## config.mk

```make
export PLATFORM = sky130hd
export DESIGN_NAME = slp13_horz_flat
export DESIGN_NICKNAME = d
export VERILOG_FILES = /design/src/rtl/slp13_pkg.sv /design/src/rtl/slp13_ifs.sv /design/src/rtl/slp13_horz.sv /design/src/flat_wrapper.sv
export VERILOG_INCLUDE_DIRS = /design/src /design/src/rtl
export SDC_FILE = /design/constraint.sdc
export NUM_CORES = 1
export LEC_CHECK = 0
export BUFFER_PORTS_ARGS = -buffer_cell sky130_fd_sc_hd__buf_2
export CAP_MARGIN = 20
export CORE_ASPECT_RATIO = 0.8
export CORE_MARGIN = 2
export CORE_UTILIZATION = 40
export CTS_CLUSTER_DIAMETER = 150
export DETAILED_ROUTE_END_ITERATION = 6
export HOLD_SLACK_MARGIN = 0.03
export SLEW_MARGIN = 20
export SYNTH_ARGS = -nofsm -noshare
export SYNTH_HDL_FRONTEND = slang
export SYNTH_SLANG_ARGS = --single-unit
```

## constraint.sdc

```tcl
create_clock -name clk -period 19.76 [get_ports clk]
set_input_delay 3.952 -clock clk [delete_from_list [all_inputs] [get_ports clk]]
set_output_delay 3.952 -clock clk [all_outputs]
set_load 0.03 [all_outputs]
```

## src/rtl/assert_macros.svh

```systemverilog
// Assertion macros shared by the filter RTL.
`ifndef ASSERT_MACROS_SVH
`define ASSERT_MACROS_SVH
`ifndef SYNTHESIS
`define ASSERT_IMPL(lbl, clk, rst, a, b, msg) \
  lbl: assert property (@(posedge clk) disable iff (rst) (a) |-> (b)) else $error(msg);
`define ASSERT_NEXT(lbl, clk, rst, a, b, msg) \
  lbl: assert property (@(posedge clk) disable iff (rst) (a) |=> (b)) else $error(msg);
`else
`define ASSERT_IMPL(lbl, clk, rst, a, b, msg)
`define ASSERT_NEXT(lbl, clk, rst, a, b, msg)
`endif
`endif

```

## src/rtl/slp13_pkg.sv

```systemverilog
// Types, constants and arithmetic helpers of the 13-tap low-pass filter.
`default_nettype none
package slp13_pkg;
  localparam int TAPS          = 13;
  localparam int HALF          = 6;
  localparam int LINES         = 12;
  localparam int SRC_N         = LINES + 1;
  localparam int MAX_WIDTH_DEF = 2048;
  localparam int MAX_HEIGHT    = 2048;
  localparam int MIN_SIZE      = 13;
  localparam int PIX_W         = 8;
  localparam int SUM_W         = 16;
  localparam int CFG_W         = 12;
  localparam int CFG_IDX_W     = 4;
  localparam int ROW_W         = 12;
  localparam int SLOT_W        = 4;
  localparam int EDGE_W        = 3;
  localparam int RECIP_SHIFT   = 23;

  localparam logic [CFG_IDX_W-1:0] REG_FRAME_WIDTH  = 4'd0;
  localparam logic [CFG_IDX_W-1:0] REG_FRAME_HEIGHT = 4'd1;
  localparam logic [CFG_W-1:0]     RST_WIDTH        = 12'd720;
  localparam logic [CFG_W-1:0]     RST_HEIGHT       = 12'd576;
  // ceil(2^23 / 185): exact floor division for all sums below 2^18
  localparam logic [15:0]          RECIP_185        = 16'd45344;

  typedef struct packed {
    logic              emit;
    logic              last;
    logic [EDGE_W-1:0] xl;
    logic [EDGE_W-1:0] xr;
  } hctl_t;

  typedef struct packed {
    logic [TAPS-1:0][SRC_N-1:0] sel;
    logic [PIX_W-1:0]           pix;
    hctl_t                      h;
  } vitem_t;

  function automatic logic [4:0] tap_weight(input logic [3:0] k);
    logic [4:0] w;
    case (k)
      4'd0, 4'd12: w = 5'd1;
      4'd1, 4'd11: w = 5'd6;
      4'd2, 4'd10: w = 5'd11;
      4'd3, 4'd9:  w = 5'd17;
      4'd4, 4'd8:  w = 5'd21;
      4'd5, 4'd7:  w = 5'd24;
      4'd6:        w = 5'd25;
      default:     w = 5'd0;
    endcase
    return w;
  endfunction

  function automatic logic [PIX_W-1:0] div185(input logic [SUM_W-1:0] n);
    logic [31:0] prod;
    prod = {16'd0, n} * {16'd0, RECIP_185};
    return prod[RECIP_SHIFT +: PIX_W];
  endfunction
endpackage
`default_nettype wire

```

## src/rtl/slp13_ifs.sv

```systemverilog
// Channel interfaces: pixel input, filtered output and register writes.
`default_nettype none


interface slp13_out_if;
  logic                        valid;
  logic                        ready;
  logic [slp13_pkg::PIX_W-1:0] pixel_out;
  logic                        frame_last;
  modport source (output valid, pixel_out, frame_last, input ready);
  modport sink (input valid, pixel_out, frame_last, output ready);
endinterface

`default_nettype wire

```

## src/rtl/slp13_horz.sv

```systemverilog
// Horizontal 13-tap sum with edge replication, divide and output skid stage.
`default_nettype none
`include "assert_macros.svh"
module slp13_horz (
  input  logic                                            clk,
  input  logic                                            rst,
  input  logic                                            s3_valid,
  input  slp13_pkg::hctl_t                                s3_h,
  input  logic [slp13_pkg::TAPS-1:0][slp13_pkg::PIX_W-1:0]  win,
  output logic                                            adv,
  slp13_out_if.source                                     dst
);
  localparam int HALF = slp13_pkg::HALF;
  localparam int EW   = slp13_pkg::EDGE_W;

  logic [slp13_pkg::PIX_W-1:0] ext [slp13_pkg::TAPS];
  logic [slp13_pkg::SUM_W-1:0] hsum_next, s4_hsum;
  logic                        s4_valid, s4_last;
  logic                        out_valid, out_last, skid_valid, skid_last, incoming;
  logic [slp13_pkg::PIX_W-1:0] out_pix, skid_pix, res_pix;

  // replicate the nearest in-row column past either edge
  always_comb begin
    ext[HALF] = win[HALF];
    for (int k = HALF - 1; k >= 0; k--) begin
      ext[k] = (EW'(HALF - k) <= s3_h.xl) ? win[k] : ext[k + 1];
    end
    for (int k = HALF + 1; k < slp13_pkg::TAPS; k++) begin
      ext[k] = (EW'(k - HALF) <= s3_h.xr) ? win[k] : ext[k - 1];
    end
    hsum_next = '0;
    for (int k = 0; k < slp13_pkg::TAPS; k++) begin
      hsum_next = hsum_next + slp13_pkg::SUM_W'(ext[k]) *
                  slp13_pkg::SUM_W'(slp13_pkg::tap_weight(4'(k)));
    end
  end

  assign adv      = !skid_valid;
  assign incoming = adv && s4_valid;
  assign res_pix  = slp13_pkg::div185(s4_hsum);

  always_ff @(posedge clk) begin
    if (rst) begin
      s4_valid   <= 1'b0;
      out_valid  <= 1'b0;
      skid_valid <= 1'b0;
    end else begin
      if (adv) begin
        s4_valid <= s3_valid && s3_h.emit;
      end
      if (out_valid && !dst.ready) begin
        if (incoming) begin
          skid_valid <= 1'b1;
        end
      end else if (skid_valid) begin
        skid_valid <= 1'b0;
        out_valid  <= 1'b1;
      end else begin
        out_valid <= incoming;
      end
    end
  end

  always_ff @(posedge clk) begin
    if (adv) begin
      s4_hsum <= hsum_next;
      s4_last <= s3_h.last;
    end
    if (out_valid && !dst.ready) begin
      if (incoming) begin
        skid_pix  <= res_pix;
        skid_last <= s4_last;
      end
    end else if (skid_valid) begin
      out_pix  <= skid_pix;
      out_last <= skid_last;
    end else if (incoming) begin
      out_pix  <= res_pix;
      out_last <= s4_last;
    end
  end

  assign dst.valid      = out_valid;
  assign dst.pixel_out  = out_pix;
  assign dst.frame_last = out_last;

  `ASSERT_IMPL(a_skid_behind_out, clk, rst, skid_valid, out_valid, "skid holds a request ahead of output")
  `ASSERT_IMPL(a_last_emits, clk, rst, s3_valid && s3_h.last, s3_h.emit, "frame end on an item with no result")
  `ASSERT_IMPL(a_one_edge, clk, rst, s3_valid && s3_h.emit, (s3_h.xl == EW'(HALF)) || (s3_h.xr == EW'(HALF)), "both row edges inside one window")
endmodule
`default_nettype wire

```

## src/flat_wrapper.sv

```systemverilog
// flat-port wrapper written by rule: the top's interface ports become plain ports
module slp13_horz_flat 
  (clk, rst, s3_valid, s3_h, win, adv, dst_valid, dst_pixel_out, dst_frame_last, dst_ready);
  slp13_out_if dst_i ();
  input  logic clk;
  input  logic rst;
  input  logic s3_valid;
  input  slp13_pkg::hctl_t s3_h;
  input  logic [slp13_pkg::TAPS-1:0][slp13_pkg::PIX_W-1:0] win;
  output logic adv;
  output wire logic [$bits(dst_i.valid)-1:0] dst_valid;
  output wire logic [$bits(dst_i.pixel_out)-1:0] dst_pixel_out;
  output wire logic [$bits(dst_i.frame_last)-1:0] dst_frame_last;
  input wire logic [$bits(dst_i.ready)-1:0] dst_ready;
  assign dst_valid = dst_i.valid;
  assign dst_pixel_out = dst_i.pixel_out;
  assign dst_frame_last = dst_i.frame_last;
  assign dst_i.ready = dst_ready;
  slp13_horz u_core (.clk(clk), .rst(rst), .s3_valid(s3_valid), .s3_h(s3_h), .win(win), .adv(adv), .dst(dst_i));
endmodule
```

==> results.ini <==
[run_status]
status=completed

[sta]
period_share_pct=71.39
fin_crit_ns=14.11
rsz0062_at_grt=false
fin_skew_ns=0.004524
hold_viol=0
max-slew-margin-rel_pct=31.34
finalSetupViolations=0
tns_ns=0
worst_slew_pin_slew_ns=1.030
fmax_ghz=0.07088
slew_violations=0

[setup_path]
slowest_delay_ns=0.56
crit_path_frequent_cell=fa_1
cp.required_ns=19.79
critPathArrivalTime_ns=14.14
r2r_setup_slack_ns=14.39
crit_fanout=28
start_kind=input pin
rr_endpoint=u_core.dst.pixel_out[6]
crit_type=in2reg
slowest_stage=fa_1
setup.worst_path.end_class=flop
r2r-start=u_core.s4_hsum[5]
reg2reg_depth=18

[global_route]
antenna_found_initial=2
grt-ovfl-total=0
grt_pass1_vias=10040
grt.total_usage_pct=18.76
grt_pass1_wl_um=52410
grt_start_max_net_pins=29

[placed_design]
hpwl_um=30230
place_inst=2008
io_buffers=126
gp_congestion=0.9643

[detailed_routing]
vias=9954
drt_iter0_drc=492
drc=0
dr.pass1.iters=5
via_per_inst=4.938
ant_nets=0
detail_route.wl_per_cell_um=16.33
routed_wl_um=32920

[cts]
cts_root_buf=clkbuf_16
cts_max_path_buffers=2
cts_tree=done
clkLatencyLatePin_ns=0.28
clk_pin_slew_ns=0.06
postCtsSetupRepairBufs=0
cts_made_buffers=5
cts-resized-gates=0
h-tree-depth=2
cts_sinks=38
cts_hold_buffers=0

[synthesis]
synth_fp_nets=2059
syn_area_um2=13810
synth-seq-cells=38
synth_common_cells=inv_1 (419), ha_1 (285), fa_1 (194)
synth_area_leader_cell=fa_1
synth_ff_type=edfxtp_1
synthDominantCellAreaShare_pct=28.12
synth-edff-count=35
synth.most_common_cell=inv_1
yosys_warnings=0
ys_top_cells_by_area=fa_1 (28%), ha_1 (26%), inv_1 (11%), edfxtp_1 (7.6%), mux2_2 (3.8%)
synth.distinct_cells=73
seq_area_frac_synth_pct=8.045
synth_cells=1464
syn_avg_cell_area_um2=9.434
async_reset_ff_share_pct=0

[finish]
postLayoutCoreUtil_pct=44.53
final_cells=2016
diodes=0
fin_nets=2176
drive_gt1_share_pct=13.59
area_growth_pct=8.933
fillers=3315

[floorplanning]
pin_count=127
start_util_pct=40.88
dieWidth_um=211.7
core-area_um2=33780
fp.dieArea_um2=36040
die_height_um=170.2
rows=60

[run]
cap_violations=0

[min_path]
hold_class=reg2reg
hold_depth=0
holdCritStartpoint=u_core.s4_last
hold_end=u_core.skid_last

[worst max-delay path, delay by kind of cell]
family / cells / cell delay (ns)
XOR/XNOR: 3 / 0.51
multiplexers: 3 / 1.00
buffers and inverters: 7 / 0.59
AO/OA/AOI/OAI: 11 / 2.31
AND/OR/NAND/NOR: 3 / 0.70
adder cells (fa/ha/maj): 12 / 5.06
[logic make-up after synthesis]
family	count (synthesis)	share of synthesized area, %
buffers and inverters	442	12.40
flip-flops	38	8.045
multiplexers	74	5.816
adder cells (fa/ha/maj)	481	54.09
AO/OA/AOI/OAI	189	9.268
XOR/XNOR	68	4.367
AND/OR/NAND/NOR	172	6.016
[routing by layer]
layer | track usage (%) | routed length, um | vias up | part of all wire, %
met3 | 2.879 | 1965 | 22 | 6.0
li1 | - | - | 4871 | -
met2 | 29.55 | 14630 | 208 | 44
met1 | 27.83 | 15980 | 4851 | 49
met5 | 0 | 13 | - | 0.039
met4 | 2.358 | 333 | 2 | 1.0
[flip-flops by register name, summed over array words and instances, names as in the netlist]
signal / flops
u_core.dst.pixel_out: 8
u_core.skid_valid: 1
u_core.s4_hsum: 16
u_core.s4_valid: 1
u_core.skid_last: 1
u_core.skid_pix: 8
u_core.dst.valid: 1
u_core.s4_last: 1
u_core.dst.frame_last: 1
[worst max-delay path by stage]
| stage | startpoint | endpoint | slack (ns) |
|---|---|---|---|
| 4_1_cts | s3_h[5] | u_core.s4_hsum[13] | 5.66 |
| 5_1_grt | s3_h[5] | u_core.s4_hsum[13] | 5.02 |
| 3_3_place_gp | s3_h[5] | u_core.s4_hsum[13] | 5.55 |
| 2_1_floorplan | s3_h[5] | u_core.s4_hsum[13] | 6.30 |
| 6_report | s3_h[5] | u_core.s4_hsum[13] | 5.65 |
| 3_5_place_dp | s3_h[5] | u_core.s4_hsum[13] | 5.37 |
[cells in the final DEF, fill, tap and decap left out, drive strengths merged, types with 47 or more instances in the layout]
| master | n |
|---|---|
| inv | 423 |
| ha | 285 |
| fa | 194 |
| buf | 128 |
| nand2 | 55 |
| a21oi | 53 |
| o21ai | 51 |
| nor2 | 50 |
| xnor2 | 50 |
| mux2 | 47 |
[cell type report]
cell class	instances	area, um2	share of cell area (%)
inverter	424	1593	10.59
clock inverter	3	40.04	0.2661
clock buffer	5	125.1	0.8317
multi-input combinational	984	10990	73.03
tap	434	543.0	3.609
sequential	38	1111	7.385
timing repair buffer	128	645.6	4.291
[through the flow]
step / hold slack (ns) / setup slack [ns] / cell area (um2)
after floorplan: 0.4222 / 6.305 / 13810
after global placement: 0.4588 / 5.548 / 14880
after detailed placement: 0.4555 / 5.371 / 14880
after CTS: 0.4871 / 5.660 / 15040
after global routing: 0.5046 / 5.019 / 15040
final: 0.4758 / 5.653 / 15040
Power is left out: the tool's default activity adds up to more than one toggle a clock period on the data nets, which glitch-free logic cannot reach.
